File: src/hdl/slfp_pkg.sv
// ----------------------------------------------------------------------------
// slfp_pkg: shared types and constants for the sync/length frame parser
// Phase codes, event kinds, register indexes and the event record format.
// ----------------------------------------------------------------------------
package slfp_pkg;

  localparam int COUNT_WIDTH_DEFAULT = 32;
  localparam int REPORT_WIDTH        = 32;
  localparam int CFG_INDEX_WIDTH     = 2;
  localparam int CFG_DATA_WIDTH      = 16;

  localparam logic [15:0] SYNC_WORD_RESET     = 16'hA55A;
  localparam logic [15:0] PAYLOAD_LIMIT_RESET = 16'd1024;

  typedef enum logic [2:0] {
    PH_SYNC_LO = 3'd0,
    PH_SYNC_HI = 3'd1,
    PH_PORT_LO = 3'd2,
    PH_PORT_HI = 3'd3,
    PH_LEN_LO  = 3'd4,
    PH_LEN_HI  = 3'd5,
    PH_PAYLOAD = 3'd6
  } phase_t;

  typedef enum logic [1:0] {
    EV_PAYLOAD = 2'd0,
    EV_EMPTY   = 2'd1,
    EV_ERROR   = 2'd2
  } event_kind_t;

  typedef enum logic [CFG_INDEX_WIDTH-1:0] {
    CFG_SYNC_WORD     = 2'd0,
    CFG_PAYLOAD_LIMIT = 2'd1
  } cfg_reg_t;

  typedef struct packed {
    event_kind_t             kind;
    logic [15:0]             port;
    logic [15:0]             length;
    logic [7:0]              data;
    logic                    last;
    logic [REPORT_WIDTH-1:0] records;
    logic [REPORT_WIDTH-1:0] errors;
  } event_t;

endpackage

File: src/hdl/sync_length_frame_parser.sv
// ----------------------------------------------------------------------------
// sync_length_frame_parser: sync word / port / length frame parser
// Parses a byte stream into payload, empty-record and framing-error events.
// ----------------------------------------------------------------------------
//  channel  signals                              direction
//  in       in_valid, in_ready, in_byte          byte stream in
//  out      out_valid, out_ready, event fields   one event per request
//  cfg      cfg_write, cfg_index, cfg_data       register writes, no wait
//
//  One byte per cycle while in_ready is high; a byte's event is registered.
//  The parse state and counters update in the same cycle the byte is taken.
//  Output register plus one skid entry: bytes keep flowing for one stalled
//  event, then in_ready drops until the sink takes one.
//  Synchronous reset restores the register defaults and clears all counters.
// ----------------------------------------------------------------------------
module sync_length_frame_parser #(
  parameter int COUNT_WIDTH = slfp_pkg::COUNT_WIDTH_DEFAULT
) (
  input  logic                                 clk,
  input  logic                                 rst,
  input  logic                                 cfg_write,
  input  logic [slfp_pkg::CFG_INDEX_WIDTH-1:0] cfg_index,
  input  logic [slfp_pkg::CFG_DATA_WIDTH-1:0]  cfg_data,
  input  logic                                 in_valid,
  output logic                                 in_ready,
  input  logic [7:0]                           in_byte,
  output logic                                 out_valid,
  input  logic                                 out_ready,
  output logic [1:0]                           event_kind,
  output logic [15:0]                          record_port,
  output logic [15:0]                          record_length,
  output logic [7:0]                           payload_byte,
  output logic                                 last_of_record,
  output logic [slfp_pkg::REPORT_WIDTH-1:0]    records_seen,
  output logic [slfp_pkg::REPORT_WIDTH-1:0]    errors_seen
);
  import slfp_pkg::*;

  logic   step;
  logic   ev_valid;
  event_t ev;
  event_t out_ev;

  assign step = in_valid && in_ready;

  slfp_parser #(
    .COUNT_WIDTH (COUNT_WIDTH)
  ) u_parser (
    .clk       (clk),
    .rst       (rst),
    .cfg_write (cfg_write),
    .cfg_index (cfg_index),
    .cfg_data  (cfg_data),
    .step      (step),
    .in_byte   (in_byte),
    .ev_valid  (ev_valid),
    .ev        (ev)
  );

  slfp_skid u_skid (
    .clk       (clk),
    .rst       (rst),
    .load      (step && ev_valid),
    .load_data (ev),
    .in_ready  (in_ready),
    .out_valid (out_valid),
    .out_ready (out_ready),
    .out_data  (out_ev)
  );

  assign event_kind     = out_ev.kind;
  assign record_port    = out_ev.port;
  assign record_length  = out_ev.length;
  assign payload_byte   = out_ev.data;
  assign last_of_record = out_ev.last;
  assign records_seen   = out_ev.records;
  assign errors_seen    = out_ev.errors;

endmodule

File: src/hdl/slfp_parser.sv
// ----------------------------------------------------------------------------
// slfp_parser: frame parsing state and counters
// Updates the parse state on every accepted byte and builds the event record
// for bytes that produce one.
// ----------------------------------------------------------------------------
module slfp_parser #(
  parameter int COUNT_WIDTH = slfp_pkg::COUNT_WIDTH_DEFAULT
) (
  input  logic                                 clk,
  input  logic                                 rst,
  input  logic                                 cfg_write,
  input  logic [slfp_pkg::CFG_INDEX_WIDTH-1:0] cfg_index,
  input  logic [slfp_pkg::CFG_DATA_WIDTH-1:0]  cfg_data,
  input  logic                                 step,
  input  logic [7:0]                           in_byte,
  output logic                                 ev_valid,
  output slfp_pkg::event_t                     ev
);
  import slfp_pkg::*;

  logic [15:0]            sync_word;
  logic [15:0]            payload_limit;
  phase_t                 phase, phase_next;
  logic [15:0]            port_reg, port_reg_next;
  logic [15:0]            length_reg, length_reg_next;
  logic [15:0]            byte_offset, byte_offset_next;
  logic [COUNT_WIDTH-1:0] record_counter, record_counter_next;
  logic [COUNT_WIDTH-1:0] error_counter, error_counter_next;

  logic [7:0]  sync_lo;
  logic [7:0]  sync_hi;
  logic [15:0] len_full;
  logic [15:0] offset_inc;

  assign sync_lo    = sync_word[7:0];
  assign sync_hi    = sync_word[15:8];
  assign len_full   = {in_byte, length_reg[7:0]};
  assign offset_inc = byte_offset + 16'd1;

  always_comb begin
    phase_next          = phase;
    port_reg_next       = port_reg;
    length_reg_next     = length_reg;
    byte_offset_next    = byte_offset;
    record_counter_next = record_counter;
    error_counter_next  = error_counter;
    ev_valid            = 1'b0;
    ev.kind             = EV_PAYLOAD;
    ev.port             = port_reg;
    ev.length           = length_reg;
    ev.data             = 8'd0;
    ev.last             = 1'b0;

    unique case (phase)
      PH_SYNC_HI: begin
        // high-byte match wins over the repeated-low-byte rule
        if (in_byte == sync_hi) begin
          phase_next = PH_PORT_LO;
        end else if (in_byte == sync_lo) begin
          phase_next = PH_SYNC_HI;
        end else begin
          phase_next = PH_SYNC_LO;
        end
      end
      PH_PORT_LO: begin
        port_reg_next = {8'd0, in_byte};
        phase_next    = PH_PORT_HI;
      end
      PH_PORT_HI: begin
        port_reg_next = {in_byte, port_reg[7:0]};
        phase_next    = PH_LEN_LO;
      end
      PH_LEN_LO: begin
        length_reg_next = {8'd0, in_byte};
        phase_next      = PH_LEN_HI;
      end
      PH_LEN_HI: begin
        ev.length = len_full;
        if (len_full > payload_limit) begin
          error_counter_next = error_counter + COUNT_WIDTH'(1);
          ev_valid           = 1'b1;
          ev.kind            = EV_ERROR;
          phase_next         = PH_SYNC_LO;
          port_reg_next      = 16'd0;
          length_reg_next    = 16'd0;
          byte_offset_next   = 16'd0;
        end else if (len_full == 16'd0) begin
          record_counter_next = record_counter + COUNT_WIDTH'(1);
          ev_valid            = 1'b1;
          ev.kind             = EV_EMPTY;
          ev.last             = 1'b1;
          phase_next          = PH_SYNC_LO;
          port_reg_next       = 16'd0;
          length_reg_next     = 16'd0;
          byte_offset_next    = 16'd0;
        end else begin
          length_reg_next  = len_full;
          byte_offset_next = 16'd0;
          phase_next       = PH_PAYLOAD;
        end
      end
      PH_PAYLOAD: begin
        ev_valid = 1'b1;
        ev.kind  = EV_PAYLOAD;
        ev.data  = in_byte;
        if (offset_inc == length_reg) begin
          record_counter_next = record_counter + COUNT_WIDTH'(1);
          ev.last             = 1'b1;
          phase_next          = PH_SYNC_LO;
          port_reg_next       = 16'd0;
          length_reg_next     = 16'd0;
          byte_offset_next    = 16'd0;
        end else begin
          byte_offset_next = offset_inc;
        end
      end
      default: begin
        // sync low hunt; the unused code lands here too
        phase_next = (in_byte == sync_lo) ? PH_SYNC_HI : PH_SYNC_LO;
      end
    endcase

    ev.records = REPORT_WIDTH'(record_counter_next);
    ev.errors  = REPORT_WIDTH'(error_counter_next);
  end

  always_ff @(posedge clk) begin
    if (rst) begin
      phase          <= PH_SYNC_LO;
      port_reg       <= 16'd0;
      length_reg     <= 16'd0;
      byte_offset    <= 16'd0;
      record_counter <= '0;
      error_counter  <= '0;
    end else if (step) begin
      phase          <= phase_next;
      port_reg       <= port_reg_next;
      length_reg     <= length_reg_next;
      byte_offset    <= byte_offset_next;
      record_counter <= record_counter_next;
      error_counter  <= error_counter_next;
    end
  end

  always_ff @(posedge clk) begin
    if (rst) begin
      sync_word     <= SYNC_WORD_RESET;
      payload_limit <= PAYLOAD_LIMIT_RESET;
    end else if (cfg_write) begin
      if (cfg_index == CFG_SYNC_WORD) begin
        sync_word <= cfg_data;
      end else if (cfg_index == CFG_PAYLOAD_LIMIT) begin
        payload_limit <= cfg_data;
      end
    end
  end

  a_offset_in_range: assert property (@(posedge clk) disable iff (rst)
    phase == PH_PAYLOAD |-> byte_offset < length_reg)
    else $error("payload offset reached frame length");

  a_error_restarts: assert property (@(posedge clk) disable iff (rst)
    step && ev_valid && ev.kind == EV_ERROR |=> phase == PH_SYNC_LO && length_reg == 16'd0)
    else $error("framing error did not restart the hunt");

  a_error_count_only_on_error: assert property (@(posedge clk) disable iff (rst)
    step && !(ev_valid && ev.kind == EV_ERROR) |=> $stable(error_counter))
    else $error("error counter moved without a framing error");

endmodule

File: src/hdl/slfp_skid.sv
// ----------------------------------------------------------------------------
// slfp_skid: event output register with one skid entry
// Holds the presented event and parks one more while the sink stalls.
// ----------------------------------------------------------------------------
module slfp_skid (
  input  logic             clk,
  input  logic             rst,
  input  logic             load,
  input  slfp_pkg::event_t load_data,
  output logic             in_ready,
  output logic             out_valid,
  input  logic             out_ready,
  output slfp_pkg::event_t out_data
);
  import slfp_pkg::*;

  logic   skid_valid, skid_valid_next;
  logic   out_valid_next;
  event_t skid_data;
  logic   out_fire;
  logic   out_open;

  assign in_ready = !skid_valid;
  assign out_fire = out_valid && out_ready;
  assign out_open = !out_valid || out_ready;

  always_comb begin
    out_valid_next  = out_valid;
    skid_valid_next = skid_valid;
    if (skid_valid) begin
      if (out_fire) begin
        skid_valid_next = 1'b0;
        out_valid_next  = 1'b1;
      end
    end else if (load) begin
      if (out_open) begin
        out_valid_next = 1'b1;
      end else begin
        skid_valid_next = 1'b1;
      end
    end else if (out_fire) begin
      out_valid_next = 1'b0;
    end
  end

  always_ff @(posedge clk) begin
    if (rst) begin
      out_valid  <= 1'b0;
      skid_valid <= 1'b0;
    end else begin
      out_valid  <= out_valid_next;
      skid_valid <= skid_valid_next;
    end
  end

  always_ff @(posedge clk) begin
    if (skid_valid) begin
      if (out_fire) begin
        out_data <= skid_data;
      end
    end else if (load) begin
      if (out_open) begin
        out_data <= load_data;
      end else begin
        skid_data <= load_data;
      end
    end
  end

  a_skid_behind_out: assert property (@(posedge clk) disable iff (rst)
    skid_valid |-> out_valid)
    else $error("skid entry held with empty output register");

  a_stall_parks: assert property (@(posedge clk) disable iff (rst)
    load && out_valid && !out_ready |=> skid_valid)
    else $error("event lost during output stall");

  a_no_load_when_full: assert property (@(posedge clk) disable iff (rst)
    skid_valid |-> !load)
    else $error("event loaded while skid entry full");

endmodule

File: config.mk
export PLATFORM = sky130hd
export DESIGN_NAME = sync_length_frame_parser
export DESIGN_NICKNAME = d
export VERILOG_FILES = /design/src/hdl/slfp_pkg.sv /design/src/hdl/sync_length_frame_parser.sv /design/src/hdl/slfp_parser.sv /design/src/hdl/slfp_skid.sv
export SDC_FILE = /design/constraint.sdc
export NUM_CORES = 1
export LEC_CHECK = 0
export ABC_AREA = 1
export BUFFER_PORTS_ARGS = -buffer_cell sky130_fd_sc_hd__buf_2
export CORE_ASPECT_RATIO = 2
export CORE_MARGIN = 3
export CORE_UTILIZATION = 35
export CTS_BUF_LIST = sky130_fd_sc_hd__clkbuf_8 sky130_fd_sc_hd__clkbuf_16
export CTS_CLUSTER_SIZE = 28
export DETAILED_ROUTE_END_ITERATION = 10
export GPL_ROUTABILITY_DRIVEN = 0
export GPL_TIMING_DRIVEN = 0
export SYNTH_ARGS = -nofsm -noshare
export SYNTH_HDL_FRONTEND = slang
export SYNTH_SLANG_ARGS = --single-unit
File: constraint.sdc
create_clock -name clk -period 15.7 [get_ports clk]
set_input_delay 1.57 -clock clk [delete_from_list [all_inputs] [get_ports clk]]
set_output_delay 1.57 -clock clk [all_outputs]
set_load 0.005 [all_outputs]
Word level (Yosys, flattened, before mapping)
Index checks and enable logic that the tools add are counted.
{"block": "word_totals", "input_bits": 31, "out_inout_bits": 109, "ff_bits": 363, "word_cells": 119}
{"block": "classes", "order_cmp": 1, "n_addsub": 3, "n_mux": 45, "eq_ne": 14, "n_reduce_logical": 26, "n_bitwise": 4}
{"op": "two-way mux 107 bit", "count": 4}
{"op": "two-way mux 32 bit", "count": 5}
{"op": "two-way mux 16 bit", "count": 7}
{"op": "adder 32 x 1 -> 32 bit (second input constant)", "count": 2}
{"op": "case mux 16 bit (4 select lines)", "count": 1}
{"op": "case mux 32 bit (2 select lines)", "count": 1}
{"op": "case mux 16 bit (3 select lines)", "count": 1}
{"op": "case mux 16 bit (2 select lines)", "count": 1}
{"op": "case mux 3 bit (6 select lines)", "count": 1}
{"op": "adder 16 x 1 -> 16 bit (second input constant)", "count": 1}
{"op": "equality test 16 bit", "count": 1}
{"op": "equality test 8 bit", "count": 2}
{"op": "greater-than comparator 16 bit", "count": 1}
{"op": "logical NOT 16 bit", "count": 1}
{"op": "two-way mux 1 bit", "count": 15}
{"op": "AND reduction 3 bit", "count": 5}
{"op": "two-way mux 3 bit", "count": 4}
{"op": "equality test 3 bit (second input constant)", "count": 3}
{"op": "two-way mux 8 bit", "count": 1}
{"op": "AND reduction 4 bit", "count": 2}
{"op": "nonzero test 2 bit", "count": 4}
{"op": "equality test 3 x 2 -> 1 bit (second input constant)", "count": 2}
{"op": "AND reduction 2 bit", "count": 3}
{"op": "nonzero test 3 bit", "count": 2}
{"op": "15 further kinds", "count": 23}

Depth between registers and ports, before layout
{"block": "logic_depth", "word_depth": 7, "mapped_depth": 20, "ltp_nobuf": 19}

Cells and area by module
From an unflattened synthesis, not the netlist that was laid out.
{"block": "hier_totals", "hier_cells": 2316, "hier_area_um2": 18441.4}
{"mod": "slfp_parser", "cells_each": 1734, "seq_area_each_um2": 2942.8, "n_inst": 1, "area_per_inst_um2": 10536.4}
{"mod": "slfp_skid", "cells_each": 578, "seq_area_each_um2": 6466.2, "n_inst": 1, "area_per_inst_um2": 7887.6}
{"mod": "sync_length_frame_parser", "cells_each": 4, "seq_area_each_um2": 0.0, "n_inst": 1, "area_per_inst_um2": 17.5}

Worst setup path after synthesis
OpenSTA, ideal clock, no wires.
{"block": "synth_timing", "path_kind": "input to register", "startpoint": "in in_byte[3]", "endpoint": "reg u_skid.out_data[0] in the netlist's numbering (enable)", "slack_ns": 7.808, "arrival_ns": 7.318, "path_stages": 13, "required_ns": 15.126, "setup_time_ns": 0.574, "path_buffers": 0, "cell_sequence": "ha_1 > nand2_1 > inv_1 > o21ai_0 > a21oi_1 > nor2_1 > nand2_1 > nand2_1 > nand2_1 > nand2_1 > a21oi_1 > a21oi_1 > nor2_1"}
{"block": "synth_between", "elab_chain_cells": 7, "elab_cells_between_ends": 8, "classes_between": "order compare (1); mux (3); reduce/logical (4)"}
{"item": "from (decl)", "line": "sync_length_frame_parser.sv:26", "text": "input logic [7:0] in_byte,"}
{"item": "branches (longest 2 deep; another with greater-than comparator 16 bit)"}
{"item": "two-way mux 1 bit (*)", "line": "slfp_parser.sv:79", "text": "if (len_full > payload_limit) begin"}
{"item": "case mux 1 bit (2 select lines) (*)", "line": "slfp_parser.sv:54", "text": "unique case (phase)"}
{"item": "logical AND 1 bit (*)", "line": "sync_length_frame_parser.sv:63", "text": ".load (step && ev_valid),"}
{"item": "nonzero test 2 bit (no source line) (*)"}
{"item": "AND reduction 3 bit (no source line) (*)"}
{"item": "to (signal assigned)", "line": "slfp_skid.sv:59", "text": "out_data <= skid_data;"}
{"item": "to (signal assigned)", "line": "slfp_skid.sv:63", "text": "out_data <= load_data;"}
{"item": "to (decl)", "line": "slfp_skid.sv:13", "text": "output slfp_pkg::event_t out_data"}
Mark *: on every way between the ends.
A chain may end at the register's enable or synchronous reset.

Worst setup path in the final report
{"block": "layout_timing", "startpoint": "in in_byte[5]", "endpoint": "reg u_skid.out_data[50] in the netlist's numbering (enable)"}
The elaborated chain is that of the path after synthesis.

==> results by group <==
Placed design
  • Port Buffers: 138
  • Hpwl dp: 47700 um

Timing
  • Setup TNS: 0 ns
  • Slew margin rel.: 0.355
  • Worst Tran Pin Value: 0.961 ns
  • Hold Worst Slack: 0.431 ns
  • Setup-failing EPs final: 0
  • Clk_skew: 0.0331 ns
  • Fmax: 205 MHz
  • Final hold vios: 0
  • Final min period: 4.87 ns
  • Period Utilization, post-route: 0.310
  • Max Slew Vio Count: 0
  • Unrepaired setup endpoints after global routing: no

Route
  • Residual DRC: 0
  • DR vias/cell: 5.26
  • Initial DRC Count: 1403
  • Routed wire length: 62300 um
  • Final antenna-violating net count: 0
  • Pre-Repair DR Iteration Count: 8
  • DR WL/cell: 18.3 um
  • DR vias: 17868

Layout
  • Layout cell share with drive strength beyond 1: 0.0905
  • Top flop regs: u_skid.out_data: 107 flops, u_skid.skid_data: 107 flops
  • Final Core Density: 0.409
  • Multi-input logic area: 0.00836 sq mm
  • Fillcell total: 5502
  • Sequential cell area: 0.00941 sq mm
  • P&R area growth vs syn: 14.7%
  • ANT cells: 0
  • Fin nets: 2752

Worst setup path
  • Biggest cell delay along the critical path: 0.58 ns
  • Slowest stage cell on the critical path: nor2_4
  • Critical Path RT: 15.93 ns
  • Crit. End Element: flip-flop
  • Critical Path AT: 5.10 ns
  • CP Launch Type: input port
  • Delay-heaviest family, CP: simple AND/OR/NAND/NOR gates
  • Cell seen most often among critical-path stages: nand2_1
  • Worst path cell trace: buf_2, ha_1, nand4_1, nor2_1, nand2_1, nand2_1, nand2_1, nand2_1, nand2_1, a21oi_1, a21oi_1, nor2_4, buf_12, buf_12
  • Worst Path Max Fanout: 32
  • Crit Path Class: input port to flip-flop
  • Buffers & Inverters on Critical Path: 3

Clocking
  • Root Buffer: clkbuf_16
  • CTS Buf Count: 35
  • Clk sinks: 363
  • Reg clk slew, reported paths: 0.07 ns
  • H-tree depth: 2
  • Setup repair bufs after CTS: 0
  • Maximum root-to-sink buffer count: 3
  • CTS tree: done
  • PostCTS Resize Cnt: 0
  • Clock latency on the worst-skew pair: 0.57 ns
  • Hold-fix buffers, CTS: 0

Power
  • Max VDD drop: 0.0658 mV
  • PwrDens: 98.2 mW/mm^2
  • Leak: 9.32 nW
  • Total power: 2.16 mW

Synthesis
  • Avg Cell Area, Syn: 7.61 sq um
  • Post-Synth Adder-Cell Area: 0.0124
  • Synth Area in Compound Gates: 0.0766
  • Synth cell types: 40
  • Register area share after synthesis: 0.490
  • Post-Syn Nets: 2573
  • Synth Instances: 2523
  • Yosys reg bits: 363
  • Synth Warn #: 0
  • Largest family of logic cells by synthesized area: simple AND/OR/NAND/NOR gates
  • Synth Area in Simple Gates: 0.319
  • Mapped Area: 0.0192 sq mm
  • Post-Synth XOR/XNOR Area: 0.0269
  • Mux share of post-synthesis cell area: 0

Hold path
  • Type of the worst min-delay path: flip-flop to flip-flop

Global route
  • Global route overflow: 0
  • Initial antenna violation count: 0
  • GRT Total Usage: 0.212
  • Vias in the first global route: 17712
  • First-pass GRT wire length: 95800 um
  • Largest net degree at the start of global routing: 68

Job
  • Max cap viols: 0

Floorplan
  • Die W: 172 um
  • Die Ht: 337 um
  • I/O pin count: 140
  • Starting Density: 0.356
  • Row cnt: 120
  • Die ar.: 0.0579 sq mm
  • Core area: 0.0539 sq mm

Run status
  • Status: completed
final timing paths:
check	start	to	slack, ns	depth (start not counted)
worst max-delay path	in_byte[5]	u_skid.out_data[50]$_DFFE_PP_	10.83	14
worst min-delay path	u_parser.port_reg[13]$_SDFFE_PP0P_	u_skid.skid_data[102]$_DFFE_PP_	0.43	0
worst max register to register	u_parser.payload_limit[15]$_SDFFE_PP0P_	u_skid.out_data[50]$_DFFE_PP_	11.69	14
worst min register to register	u_parser.port_reg[13]$_SDFFE_PP0P_	u_skid.skid_data[102]$_DFFE_PP_	0.43	0
power by group:
| part | switching [mW] | internal (mW) | leakage (nW) | total (mW) |
|---|---|---|---|---|
| Clock | 0.393 | 0.514 | 0.594 | 0.907 |
| Combinational | 0.147 | 0.0616 | 5.53 | 0.209 |
| Sequential | 0.0176 | 1.03 | 3.20 | 1.05 |
per-layer routing:
layer,part of all wire,up-vias,global-route usage
li1,-,8602,-
met1,0.35,8213,0.220
met2,0.50,762,0.382
met3,0.055,291,0.0287
met4,0.086,0,0.162
met5,0,-,0
synth_stat cells, drive strengths merged:
cell type / instances / share of area
a21oi: 92 / 0.024
a31oi: 5 / 0.0016
and2: 29 / 0.0094
buf: 31 / 0.0081
clkbuf: 84 / 0.016
clkinv: 6 / 0.0012
dfxtp: 149 / 0.16
edfxtp: 214 / 0.33
ha: 19 / 0.012
inv: 255 / 0.050
nand2: 802 / 0.16
nand3: 195 / 0.053
nand3b: 24 / 0.0094
nand4: 82 / 0.027
nor2: 266 / 0.055
nor3: 14 / 0.0036
nor3b: 1 / 0.00039
nor4: 7 / 0.0023
o2111a: 1 / 0.00059
o2111ai: 1 / 0.00046
o211ai: 5 / 0.0020
o21a: 2 / 0.00078
o21ai: 176 / 0.046
o21bai: 3 / 0.0012
or2: 1 / 0.00033
xnor2: 3 / 0.0014
xor2: 56 / 0.026
worst register-to-register path: stages (launching register included):
cell     delay (ns)
dfxtp_1        0.31
inv_1          0.04
ha_1           0.30
nand4_1        0.20
nor2_1         0.26
nand2_1        0.08
nand2_1        0.06
nand2_1        0.29
nand2_1        0.51
nand2_1        0.11
a21oi_1        0.25
a21oi_1        0.12
nor2_4         0.59
buf_12         0.28
buf_12         0.24
cell usage in the layout (no fill, tap or decap), types with 7 or more instances in the layout:
cell,instances
a21oi_1,92
xor2_1,56
nor2_1,254
clkinv_1,11
nand3_1,190
edfxtp_1,214
and2_1,29
inv_1,247
dfxtp_1,149
o21ai_0,166
clkbuf_1,84
inv_2,8
nand4_1,82
nand3b_1,24
ha_1,19
clkinv_2,8
o21ai_1,9
nor3_1,14
nand2_1,798
buf_2,151
buf_1,14
nor4_1,7
clkbuf_16,35
per-stage QoR:
step / area, sq um / std cells / worst slack, ns
2_1_floorplan: 19200 / 2523 / 7.81
3_3_place_gp: 20700 / 3332 / 4.60
3_5_place_dp: 20800 / 3336 / 10.34
4_1_cts: 22000 / 3399 / 10.87
5_1_grt: 22000 / 3399 / 10.65
6_report: 22000 / 3399 / 10.83
area by class of cell:
cell class / instances / share of cell area
multi-input combinational: 1784 / 0.379
timing repair buffer: 142 / 0.0350
inverter: 261 / 0.0446
sequential: 363 / 0.427
clock buffer: 35 / 0.0398
clock inverter: 28 / 0.0147
buffer: 115 / 0.0214
tap: 671 / 0.0381
logic make-up after synthesis:
family	count (synthesis)
AO/OA/AOI/OAI	285
XOR/XNOR	59
AND/OR/NAND/NOR	1421
buffers and inverters	376
flip-flops	363
adder cells (fa/ha/maj)	19
(Power assumes the default switching activity.)
